===== src/design/mti_pkg.sv =====
`timescale 1ns / 1ps
// ----------------------------------------------------------------------------
// mti_pkg
// Shared constants, types and the fixed-point blend for the map table
// interpolator.
// ----------------------------------------------------------------------------
package mti_pkg;

    localparam int unsigned MAP_DEPTH = 1024;
    localparam int ADDR_W = $clog2(MAP_DEPTH);

    localparam int NUM_RD = 4;
    localparam int LANE_A0 = 0;
    localparam int LANE_A1 = 1;
    localparam int LANE_B0 = 2;
    localparam int LANE_B1 = 3;

    // raw address sums stay below 2^17 before the wrap
    localparam int RAW_W = 17;
    localparam int MOD_SH = RAW_W + ADDR_W;
    localparam int MUL_W = RAW_W + 2;
    localparam int PROD_W = RAW_W + MUL_W;
    localparam logic [63:0] MOD_MUL_W64 =
        ((64'd1 << MOD_SH) + 64'(MAP_DEPTH) - 64'd1) / 64'(MAP_DEPTH);
    localparam logic [MUL_W-1:0] MOD_MUL = MUL_W'(MOD_MUL_W64);
    localparam int DEP_W = ADDR_W + 1;
    localparam logic [DEP_W-1:0] DEPTH_C = DEP_W'(MAP_DEPTH);

    localparam logic [2:0] CMD_WRITE = 3'd0;
    localparam logic [2:0] CMD_INTERP1D = 3'd1;
    localparam logic [2:0] CMD_INTERP2D = 3'd2;
    localparam logic [2:0] CMD_NINE_PT = 3'd3;
    localparam logic [2:0] CMD_ELEVEN_PT = 3'd4;
    localparam logic [2:0] CMD_SEVENTEEN_PT = 3'd5;

    localparam logic [7:0] ELEVEN_KNEE = 8'h40;
    localparam logic [15:0] ELEVEN_OFFSET = 16'h0200;
    localparam logic [24:0] ROUND_HALF = 25'h80;

    typedef struct packed {
        logic        is_wr;
        logic        has_res;
        logic        two_d;
        logic [7:0]  fx;
        logic [7:0]  fy;
        logic [15:0] wdata;
    } ctrl_t;

    function automatic logic [15:0] blend(input logic [15:0] a, input logic [15:0] b,
                                          input logic [7:0] f);
        logic [8:0]  g;
        logic [24:0] s;
        g = 9'd256 - {1'b0, f};
        s = 25'(a) * 25'(g) + 25'(b) * 25'(f) + ROUND_HALF;
        return s[23:8];
    endfunction

endpackage


===== src/design/mti_interp.sv =====
`timescale 1ns / 1ps
// ----------------------------------------------------------------------------
// mti_interp
// Row interpolation on the column fraction, then the row blend on the row
// fraction into the output register.
// ----------------------------------------------------------------------------
module mti_interp (
    input  logic                 aclk,
    input  logic                 en_row,
    input  logic                 en_out,
    input  logic [15:0]          rd_data [mti_pkg::NUM_RD],
    input  mti_pkg::ctrl_t       ctrl,
    output logic [15:0]          result
);

    logic [15:0] r0_reg, r0_next;
    logic [15:0] r1_reg, r1_next;
    logic [7:0]  fx_reg;
    logic        two_d_reg;
    logic [15:0] res_reg, res_next;

    assign r0_next = mti_pkg::blend(rd_data[mti_pkg::LANE_A0], rd_data[mti_pkg::LANE_A1],
                                    ctrl.fy);
    assign r1_next = mti_pkg::blend(rd_data[mti_pkg::LANE_B0], rd_data[mti_pkg::LANE_B1],
                                    ctrl.fy);
    assign res_next = two_d_reg ? mti_pkg::blend(r0_reg, r1_reg, fx_reg) : r0_reg;

    always_ff @(posedge aclk) begin
        if (en_row) begin
            r0_reg    <= r0_next;
            r1_reg    <= r1_next;
            fx_reg    <= ctrl.fx;
            two_d_reg <= ctrl.two_d;
        end
        if (en_out) begin
            res_reg <= res_next;
        end
    end

    assign result = res_reg;

endmodule


===== config.mk =====
export PLATFORM = sky130hd
export DESIGN_NAME = mti_interp
export DESIGN_NICKNAME = d
export VERILOG_FILES = /design/src/design/mti_pkg.sv /design/src/design/mti_interp.sv
export SDC_FILE = /design/constraint.sdc
export NUM_CORES = 2
export LEC_CHECK = 0
export BUFFER_PORTS_ARGS = -buffer_cell sky130_fd_sc_hd__buf_2
export CAP_MARGIN = 10
export CORE_ASPECT_RATIO = 0.7
export CORE_UTILIZATION = 30
export DETAILED_ROUTE_END_ITERATION = 16
export SLEW_MARGIN = 20
export SYNTH_ARGS = -nofsm -noshare
export SYNTH_HDL_FRONTEND = slang
export SYNTH_SLANG_ARGS = --single-unit

===== constraint.sdc =====
create_clock -name aclk -period 6.8 [get_ports aclk]
set_input_delay 0.34 -clock aclk [delete_from_list [all_inputs] [get_ports aclk]]
set_output_delay 0.34 -clock aclk [all_outputs]
set_load 0.02 [all_outputs]

==> results.sh <==
export IMPL_status="finished with violations"
export IMPL_violations="setup timing"
export IMPL_grt_overflow_total=0
export IMPL_ys_seq_area_share_pct=6.10
export IMPL_tightest_slew_ns=0.868
export IMPL_syn_area_per_cell_um2=9.15
export IMPL_fmaxAchievable_mhz=143
export IMPL_syn_nets=4087
export IMPL_hold_path_class="in -> reg"
export IMPL_hold_viol=0
export IMPL_cts_buffers=9
export IMPL_antenna_found_initial=11
export IMPL_num_vias=19600
export IMPL_synth_top_area_share_pct=47.1
export IMPL_io_pins=118
export IMPL_ys_types=49
export IMPL_setup_ws_ns=-0.202
export IMPL_rsz0062_at_grt="yes"
export IMPL_synth_area_top_cells="fa_1 (47%), inv_1 (12%), ha_1 (12%)"
export IMPL_cts_hold_buf=0
export IMPL_final_cells=4526
export IMPL_grt_max_degree=62
export IMPL_initial_core_util_pct=30.4
export IMPL_place_gp_congestion=0.835
export IMPL_yosys_area_top_type="fa_1"
export IMPL_synth_seq_cells=57
export IMPL_synth_main_ff_cell="edfxtp_1"
export IMPL_path_class="reg -> reg"
export IMPL_whs_ns=0.153
export IMPL_clkSinkCount=57
export IMPL_clk_path_buf_depth=2
export IMPL_die_area_um2=94700
export IMPL_postSynthCellCount=3065
export IMPL_yosys_top_cells_count="inv_1 (906), fa_1 (660), and2_1 (482)"
export IMPL_setup_violations=5
export IMPL_post_route_util_pct=35.0
export IMPL_fin_crit_sh_pct=103
export IMPL_syn_to_final_growth_pct=15.0
export IMPL_gr_usage_all_layers_pct=15.3
export IMPL_slew_headroom_pct=42.2
export IMPL_ant_nets=0
export IMPL_drive_above_1_share_pct=13.0
export IMPL_path_clk_slew_ns=0.06
export IMPL_grt_pass1_vias=21400
export IMPL_yosysMostFrequentCell="inv_1"
export IMPL_die_h_um=258
export IMPL_core_um2=92300
export IMPL_yosysWarnings=0
export IMPL_routed_wl_mm=68.2
export IMPL_clock_latency_ns=0.36
export IMPL_fp_row_count=93
export IMPL_drcViolationCount=0
export IMPL_vias_per_cell=4.33
export IMPL_critPathMaxFanout=3
export IMPL_portBuffers=99
export IMPL_fin_skew_ns=0.00770
export IMPL_die_x_um=367
export IMPL_syn_cell_area_um2=28000
export IMPL_crit_required_ns=6.91
export IMPL_drt_initial_drc_count=1004
export IMPL_endpoint_kind="register"
export IMPL_clockRootBuffer="clkbuf_16"
export IMPL_first_pass_iters=5
export IMPL_arrival_ns=7.12
export IMPL_hpwl_mm=59.4
export IMPL_async_flop_share_pct=0
export IMPL_cap_violations=0
export IMPL_cts_tree="done"
export IMPL_report_final_slew_viol_count=0
export IMPL_critPathLaunchType="register"
export IMPL_synth_edff_count=57
export IMPL_pre_cts_ws_ns=-0.367
export IMPL_num_nets_final=4303
export IMPL_fin_crit_ns=7.00
export IMPL_grt_pass1_wl_mm=116
export IMPL_htree_num_levels=3
export IMPL_post_drt_wl_per_cell_um=15.1
export IMPL_dp_cells=4486
## through the flow
stage	cell area, µm²	setup TNS (ns)
floorplan	28100	-0.0537
global placement	31200	-3.02
detailed placement	31200	-4.13
CTS	31800	-0.892
global route	32200	-2.19
finish	32300	-0.611
## area by class of cell
cell class                      count  area, µm²
Multi-Input combinational cell   2004      23100
Inverter                          906       3410
Timing Repair Buffer              303       2150
Clock buffer                        9        225
Tap cell                         1235       1550
Fill cell                        9470      60000
Antenna cell                        5       12.5
Clock inverter                      7       83.8
Sequential cell                    57       1710
## path summary, 6_finish.rpt
| check | from | endpoint | slack (ns) | depth (start not counted) |
|---|---|---|---|---|
| min | ctrl[30] | fx_reg[6] | 0.15 | 1 |
| max reg2reg | fx_reg[0] | result[14] | -0.20 | 26 |
| min reg2reg | r0_reg[0] | result[0] | 0.87 | 2 |
| max | fx_reg[0] | result[14] | -0.20 | 26 |
## worst max-delay path, cell delays in order, from the launching register on
cell and delay (ns):
edfxtp_1 0.41, inv_2 0.10, ha_4 0.14, nand2_4 0.04
or3_4 0.37, nor3_4 0.28, buf_6 0.16, nand2_2 0.05
fa_1 0.47, inv_1 0.05, fa_1 0.50, fa_1 0.45
fa_1 0.52, fa_1 0.51, inv_2 0.04, fa_1 0.49
inv_2 0.05, ha_4 0.27, o211ai_1 0.15, a211oi_2 0.29
a211oi_4 0.09, o31a_1 0.34, buf_4 0.16, o211ai_1 0.28
a21oi_1 0.13, xnor2_1 0.14, mux2_4 0.25
## cells in the final DEF (no fill, tap or decap), types with 11 or more instances in the layout
cell and n:
a21o_1 13, a21oi_1 22, and2_1 477, buf_2 97
buf_4 185, buf_6 17, edfxtp_1 57, fa_1 649
fa_2 11, ha_1 248, inv_1 889, inv_2 15
nand2_1 335, nor2_1 21, nor3_1 13, xnor2_1 43
xor2_1 17
## repair_timing
item	CTS	global route
buffers inserted	9	17
pin swaps	44	77
setup endpoints to repair	9	32
resized for setup	32	104
## routing by layer
| metal | routed length [µm] | GRT usage [%] |
|---|---|---|
| met5 | 50 | 0 |
| met4 | 572 | 1.97 |
| met3 | 3140 | 1.90 |
| met2 | 30000 | 24.1 |
| met1 | 34400 | 23.0 |
## kinds of logic after synthesis
group | Yosys count | synth area share [%]
AND/OR/NAND/NOR | 901 | 16.8
adder cells (fa/ha/maj) | 920 | 58.7
XOR/XNOR | 69 | 2.15
flip-flops | 57 | 6.10
buffers and inverters | 1004 | 13.4
multiplexers | 10 | 0.401
AO/OA/AOI/OAI | 104 | 2.44
Power is left out: the tool's default activity adds up to more than one toggle a clock period on the data nets, which glitch-free logic cannot reach.
