File: src/design/mti_pkg.sv
`timescale 1ns / 1ps
// ----------------------------------------------------------------------------
// mti_pkg
// Shared constants, types and the fixed-point blend for the map table
// interpolator.
// ----------------------------------------------------------------------------
package mti_pkg;

    localparam int unsigned MAP_DEPTH = 1024;
    localparam int ADDR_W = $clog2(MAP_DEPTH);

    localparam int NUM_RD = 4;
    localparam int LANE_A0 = 0;
    localparam int LANE_A1 = 1;
    localparam int LANE_B0 = 2;
    localparam int LANE_B1 = 3;

    // raw address sums stay below 2^17 before the wrap
    localparam int RAW_W = 17;
    localparam int MOD_SH = RAW_W + ADDR_W;
    localparam int MUL_W = RAW_W + 2;
    localparam int PROD_W = RAW_W + MUL_W;
    localparam logic [63:0] MOD_MUL_W64 =
        ((64'd1 << MOD_SH) + 64'(MAP_DEPTH) - 64'd1) / 64'(MAP_DEPTH);
    localparam logic [MUL_W-1:0] MOD_MUL = MUL_W'(MOD_MUL_W64);
    localparam int DEP_W = ADDR_W + 1;
    localparam logic [DEP_W-1:0] DEPTH_C = DEP_W'(MAP_DEPTH);

    localparam logic [2:0] CMD_WRITE = 3'd0;
    localparam logic [2:0] CMD_INTERP1D = 3'd1;
    localparam logic [2:0] CMD_INTERP2D = 3'd2;
    localparam logic [2:0] CMD_NINE_PT = 3'd3;
    localparam logic [2:0] CMD_ELEVEN_PT = 3'd4;
    localparam logic [2:0] CMD_SEVENTEEN_PT = 3'd5;

    localparam logic [7:0] ELEVEN_KNEE = 8'h40;
    localparam logic [15:0] ELEVEN_OFFSET = 16'h0200;
    localparam logic [24:0] ROUND_HALF = 25'h80;

    typedef struct packed {
        logic        is_wr;
        logic        has_res;
        logic        two_d;
        logic [7:0]  fx;
        logic [7:0]  fy;
        logic [15:0] wdata;
    } ctrl_t;

    function automatic logic [15:0] blend(input logic [15:0] a, input logic [15:0] b,
                                          input logic [7:0] f);
        logic [8:0]  g;
        logic [24:0] s;
        g = 9'd256 - {1'b0, f};
        s = 25'(a) * 25'(g) + 25'(b) * 25'(f) + ROUND_HALF;
        return s[23:8];
    endfunction

endpackage

File: src/design/mti_addr_mod.sv
`timescale 1ns / 1ps
// ----------------------------------------------------------------------------
// mti_addr_mod
// Three-stage wrap of a raw address sum modulo the table depth, by a
// multiply with the exact reciprocal, a multiply back and a subtract.
// ----------------------------------------------------------------------------
module mti_addr_mod (
    input  logic                          aclk,
    input  logic                          en_mul,
    input  logic                          en_qd,
    input  logic                          en_sub,
    input  logic [mti_pkg::RAW_W-1:0]     raw,
    output logic [mti_pkg::ADDR_W-1:0]    addr
);

    logic [mti_pkg::RAW_W-1:0]  x3_reg, x4_reg;
    logic [mti_pkg::PROD_W-1:0] xm_reg, xm_next;
    logic [mti_pkg::RAW_W-1:0]  q;
    logic [mti_pkg::RAW_W-1:0]  qd_reg, qd_next;
    logic [mti_pkg::ADDR_W-1:0] addr_reg, addr_next;

    assign xm_next = mti_pkg::PROD_W'(raw) * mti_pkg::PROD_W'(mti_pkg::MOD_MUL);
    assign q = mti_pkg::RAW_W'(xm_reg >> mti_pkg::MOD_SH);
    assign qd_next = mti_pkg::RAW_W'(mti_pkg::PROD_W'(q) * mti_pkg::PROD_W'(mti_pkg::DEPTH_C));
    assign addr_next = mti_pkg::ADDR_W'(x4_reg - qd_reg);

    always_ff @(posedge aclk) begin
        if (en_mul) begin
            x3_reg <= raw;
            xm_reg <= xm_next;
        end
        if (en_qd) begin
            x4_reg <= x3_reg;
            qd_reg <= qd_next;
        end
        if (en_sub) begin
            addr_reg <= addr_next;
        end
    end

    assign addr = addr_reg;

endmodule

File: config.mk
export PLATFORM = sky130hd
export DESIGN_NAME = mti_addr_mod
export DESIGN_NICKNAME = d
export VERILOG_FILES = /design/src/design/mti_pkg.sv /design/src/design/mti_addr_mod.sv
export SDC_FILE = /design/constraint.sdc
export NUM_CORES = 1
export LEC_CHECK = 0
export BUFFER_PORTS_ARGS = -buffer_cell sky130_fd_sc_hd__buf_2
export CAP_MARGIN = 20
export CORE_ASPECT_RATIO = 0.9
export CORE_UTILIZATION = 30
export CTS_CLUSTER_DIAMETER = 30
export DETAILED_ROUTE_END_ITERATION = 10
export PLACE_DENSITY = 0.49
export SYNTH_ARGS = -nofsm -noshare
export SYNTH_HDL_FRONTEND = slang
export SYNTH_SLANG_ARGS = --single-unit
File: constraint.sdc
create_clock -name aclk -period 0.8 [get_ports aclk]
set_input_delay 0.24 -clock aclk [delete_from_list [all_inputs] [get_ports aclk]]
set_output_delay 0.24 -clock aclk [all_outputs]
set_load 0.05 [all_outputs]
==> results.ini, run 1 <==
[status]
run_status=finished, violations left
violations=negative setup slack

[synthesis]
seq_area_frac_synth=1.00
ys_ff_latch=30
synth_area_um2=901
synth_warnings=0
synthesis.nets=51
syn-instance-count=30
synth.distinct_cells=1
avgSynthCellArea_um2=30.0

[setup_path]
r2r_cells=0
critPathLaunchType=register
end_kind=primary output
cp_num_cells=1
cp_cell_sequence=buf_6
path_delay_family=flip-flops
worst_path_max_delay_cell=edfxtp_1
required_ps=560
critPathKind=reg2out
arrival_ps=860
worstPathBufferInverterCount=1
max_stage_delay_ps=390
critPathMaxFanout=1

[cells_and_area]
multi_input_gates=0
drive_gt1_frac=0.467
finalNonFillerCells=100
most-common-layout-cells=edfxtp_1, buf_2, buf_6
n_antenna_cell=0
syn2layout_area_growth_pct=30.3
final_common_cell=edfxtp_1
seq_area_um2=901
multi_input_area_um2=0
nFillCells=260
final_nets=81

[timing]
finalSetupViolCount=10
fmaxAchievable_mhz=911
post-route-period-util=1.37
rsz0062_at_grt=true
hold_viol_final=0
slew_viol_final=0
tightestPinTransition_ps=218
slew_headroom=0.855
post-route-min-period_ps=1100
fin_ws_ps=-297
fin_skew_ps=3.70

[global_routing]
first_global_vias=365
track_usage=0.0711
antenna_found_initial=0
overflow=0
grt_start_max_net_pins=11
grt_first_pass_wirelength_um=1460

[route]
final_antenna_net_count=0
drt_pass1_iterations=2
drtIter0Drc=3
vias=369
wirelength_um=937
wire_per_inst_um=9.37
vias_per_cell=3.69
drc_errors=0

[power]
finalPower_mw=2.86
vdd_drop_max_mv=0.772
p_leak_nw=0.431
power_density_mw_per_mm2=2430

[placement]
routabilityCongestion=0.608
port_buffers=23
post-place-ws_ps=-5.18
place_inst=93

[clock_tree]
cts_tree=done
cts_buffer_depth=2
htreeDepth=2
numCtsBuffers=5
worstSkewPairLatency_ps=300
hold_buffers=0
postCtsSetupBuffers=0
cts_sinks=30
cts-root-buf=clkbuf_4
cts.reportedPaths.clkPinSlew_ps=80

[die]
num_rows=18
start_util=0.323
fp.dieH_um=54.0
ios=31
coreArea_mm2=0.00279
die_x_um=59.8
dieArea_mm2=0.00323

[worst_hold_path]
holdPathStages=1
hp-class=in2reg

[job]
drv_cap=0

[stage by stage]
stage / instance area (µm²) / hold slack, ps / TNS [ps] / utilization
floorplan: 901 / 339 / -406 / -
global placement: 1070 / 406 / 0 / 0.382
detailed placement: 1070 / 405 / -5.18 / 0.382
CTS: 1170 / 93.0 / -3060 / 0.420
global route: 1170 / 80.7 / -3360 / 0.420
finish: 1170 / 110 / -2870 / 0.420
[cell families after synthesis]
kind of cell | count (synthesis) | share of synthesized area
DFF | 30 | 1.00
[area by class of cell]
cell class,instances,share of cell area
Tap cell,40,0.0426
Sequential cell,30,0.768
Timing Repair Buffer,23,0.151
Clock buffer,7,0.0384
[path summary, 6_finish.rpt]
path,start,endpoint,slack [ps]
worst max-delay path,addr[8],addr[8],-300
worst min-delay path,raw[0],x3_reg[0],110
worst max register to register,x4_reg[9],addr[9],170
worst min register to register,x3_reg[2],x4_reg[2],420
[cells in the mapped netlist]
library cell / n / area (µm²)
edfxtp_1: 30 / 901
[power breakdown]
part / internal (mW) / leakage (nW) / total [mW] / switching, mW
Clock: 0.331 / 0.0254 / 0.745 / 0.415
Combinational: 0.0774 / 0.112 / 0.226 / 0.148
Sequential: 1.85 / 0.294 / 1.88 / 0.0289
[routing by layer]
layer / vias up / global-route usage / wire length, µm
met5: - / 0 / 0
met2: 21 / 0.122 / 501
met4: 0 / 0.0581 / 19
met3: 2 / 0.0505 / 44
met1: 165 / 0.0528 / 372
li1: 181 / - / -
[timing repair]
action	CTS	global route
endpoints found under the setup margin	10	10
resized for setup	20	0
endpoints found under the hold margin	0	0
No activity file was read; power rests on OpenSTA's default activity.
==> inputs of run 2 (changes only) <==
--- a/config.mk
+++ b/config.mk
@@ -8,10 +8,10 @@
 export BUFFER_PORTS_ARGS = -buffer_cell sky130_fd_sc_hd__buf_2
 export CAP_MARGIN = 20
 export CORE_ASPECT_RATIO = 0.9
-export CORE_UTILIZATION = 30
+export CORE_UTILIZATION = 40
 export CTS_CLUSTER_DIAMETER = 30
 export DETAILED_ROUTE_END_ITERATION = 10
-export PLACE_DENSITY = 0.49
+export PLACE_DENSITY = 0.63
 export SYNTH_ARGS = -nofsm -noshare
 export SYNTH_HDL_FRONTEND = slang
 export SYNTH_SLANG_ARGS = --single-unit
==> results.ini, run 2 (synthesized netlist as in run 1, its figures left out) <==
[clock_tree]
cts.reportedPaths.clkPinSlew_ps=80
cts_buffer_depth=2
cts-root-buf=clkbuf_4
hold_buffers=0
htreeDepth=2
postCtsSetupBuffers=0
numCtsBuffers=5
cts_sinks=30
worstSkewPairLatency_ps=300
cts_tree=done

[power]
p_sw_mw=0.589
p_int_mw=2.26
pwr-share-seq=0.660
switching_share=0.207
power_density_mw_per_mm2=2470
clockPowerShare=0.262
comb_power_share=0.078
vdd_drop_max_mv=1.17
p_leak_nw=0.431
finalPower_mw=2.85

[placement]
port_buffers=23
routabilityCongestion=0.598
place_inst=78

[cells_and_area]
final_nets=81
syn2layout_area_growth_pct=28.2
final_common_cell=edfxtp_1
multi_input_area_um2=0
multi_input_gates=0
finalNonFillerCells=85
n_antenna_cell=0
most-common-layout-cells=edfxtp_1, buf_2, buf_6
drive_gt1_frac=0.467

[global_routing]
track_usage=0.0866
first_global_vias=316
antenna_found_initial=0
grt_start_max_net_pins=11
overflow=0
grt_first_pass_wirelength_um=1280

[job]
drv_cap=0

[timing]
slew_viol_final=0
post-route-period-util=1.36
setup-tns-final_ps=-2850
hold_viol_final=0
fmaxAchievable_mhz=917
fin_skew_ps=3.33
fin_ws_ps=-291
post-route-min-period_ps=1090
finalSetupViolCount=10
tightestPinTransition_ps=205
slew_headroom=0.864
worst_hold_slack_ps=109
rsz0062_at_grt=true

[die]
die_x_um=52.0
ios=31
fp.dieH_um=47.0
coreArea_mm2=0.00201
num_rows=15
start_util=0.449
dieArea_mm2=0.00245

[setup_path]
worst_path_max_delay_cell=edfxtp_1
r2r_start=x3_reg[9]
crit_start=addr[3]
path_delay_family=flip-flops
arrival_ps=850
required_ps=560
critPathLaunchType=register
end_kind=primary output
cp_cell_sequence=buf_6
max_stage_delay_ps=380
worstPathBufferInverterCount=1
critPathMaxFanout=1
critPathKind=reg2out

[route]
vias_per_cell=4.04
drtIter0Drc=0
vias=343
drc_errors=0
final_antenna_net_count=0
drt_pass1_iterations=1
wirelength_um=811
wire_per_inst_um=9.54

[worst_hold_path]
hp-start=raw[1]
hp-class=in2reg

[status]
violations=negative setup slack
run_status=finished, violations left

[run 2: cell counts in the layout (fill, tap and decap cells not counted)]
No cell type changed its count.
[run 2: final cells by class]
type	instances	area, µm²
well taps	25	31.3
flip-flops and latches	30	901
repair buffers	23	178
fillers	165	853
clock buffers	7	45.0
[run 2: metal layers]
layer  wire (µm)  GRT usage  share of wire  vias up
met4           0     0.0649              0        0
li1            -          -              -      179
met3          98     0.0777           0.12        0
met5           0          0              0        -
met1         332     0.0861           0.41      138
met2         380      0.115           0.47       26
[run 2: worst paths after layout]
path	cells after the start	slack, ps	endpoint
max	1	-290	addr[3]
min	1	110	x3_reg[1]
max reg2reg	0	170	x4_reg[9]
min reg2reg	0	420	x4_reg[8]
[run 2: repair_timing]
item / 4_1_cts / 5_1_grt
gates resized for setup: 20 / 0
pin swaps: 0 / 0
setup endpoints to repair: 10 / 10
[run 2: stage by stage]
step | worst slack (ps) | utilization | area, µm²
final | -291 | 0.575 | 1150
after global routing | -347 | 0.575 | 1150
after CTS | -317 | 0.575 | 1150
after detailed placement | -2.11 | 0.521 | 1050
after global placement | 9.96 | 0.521 | 1050
after floorplan | -40.6 | - | 901
[run 2: power by group through the flow]
stage	clock network, mW	registers (mW)	logic, mW
2_1_floorplan	0	2.02	0
3_3_place_gp	0	1.91	0.188
3_5_place_dp	0	1.91	0.190
4_1_cts	0.790	1.89	0.225
5_1_grt	0.859	1.89	0.237
6_report	0.746	1.88	0.223
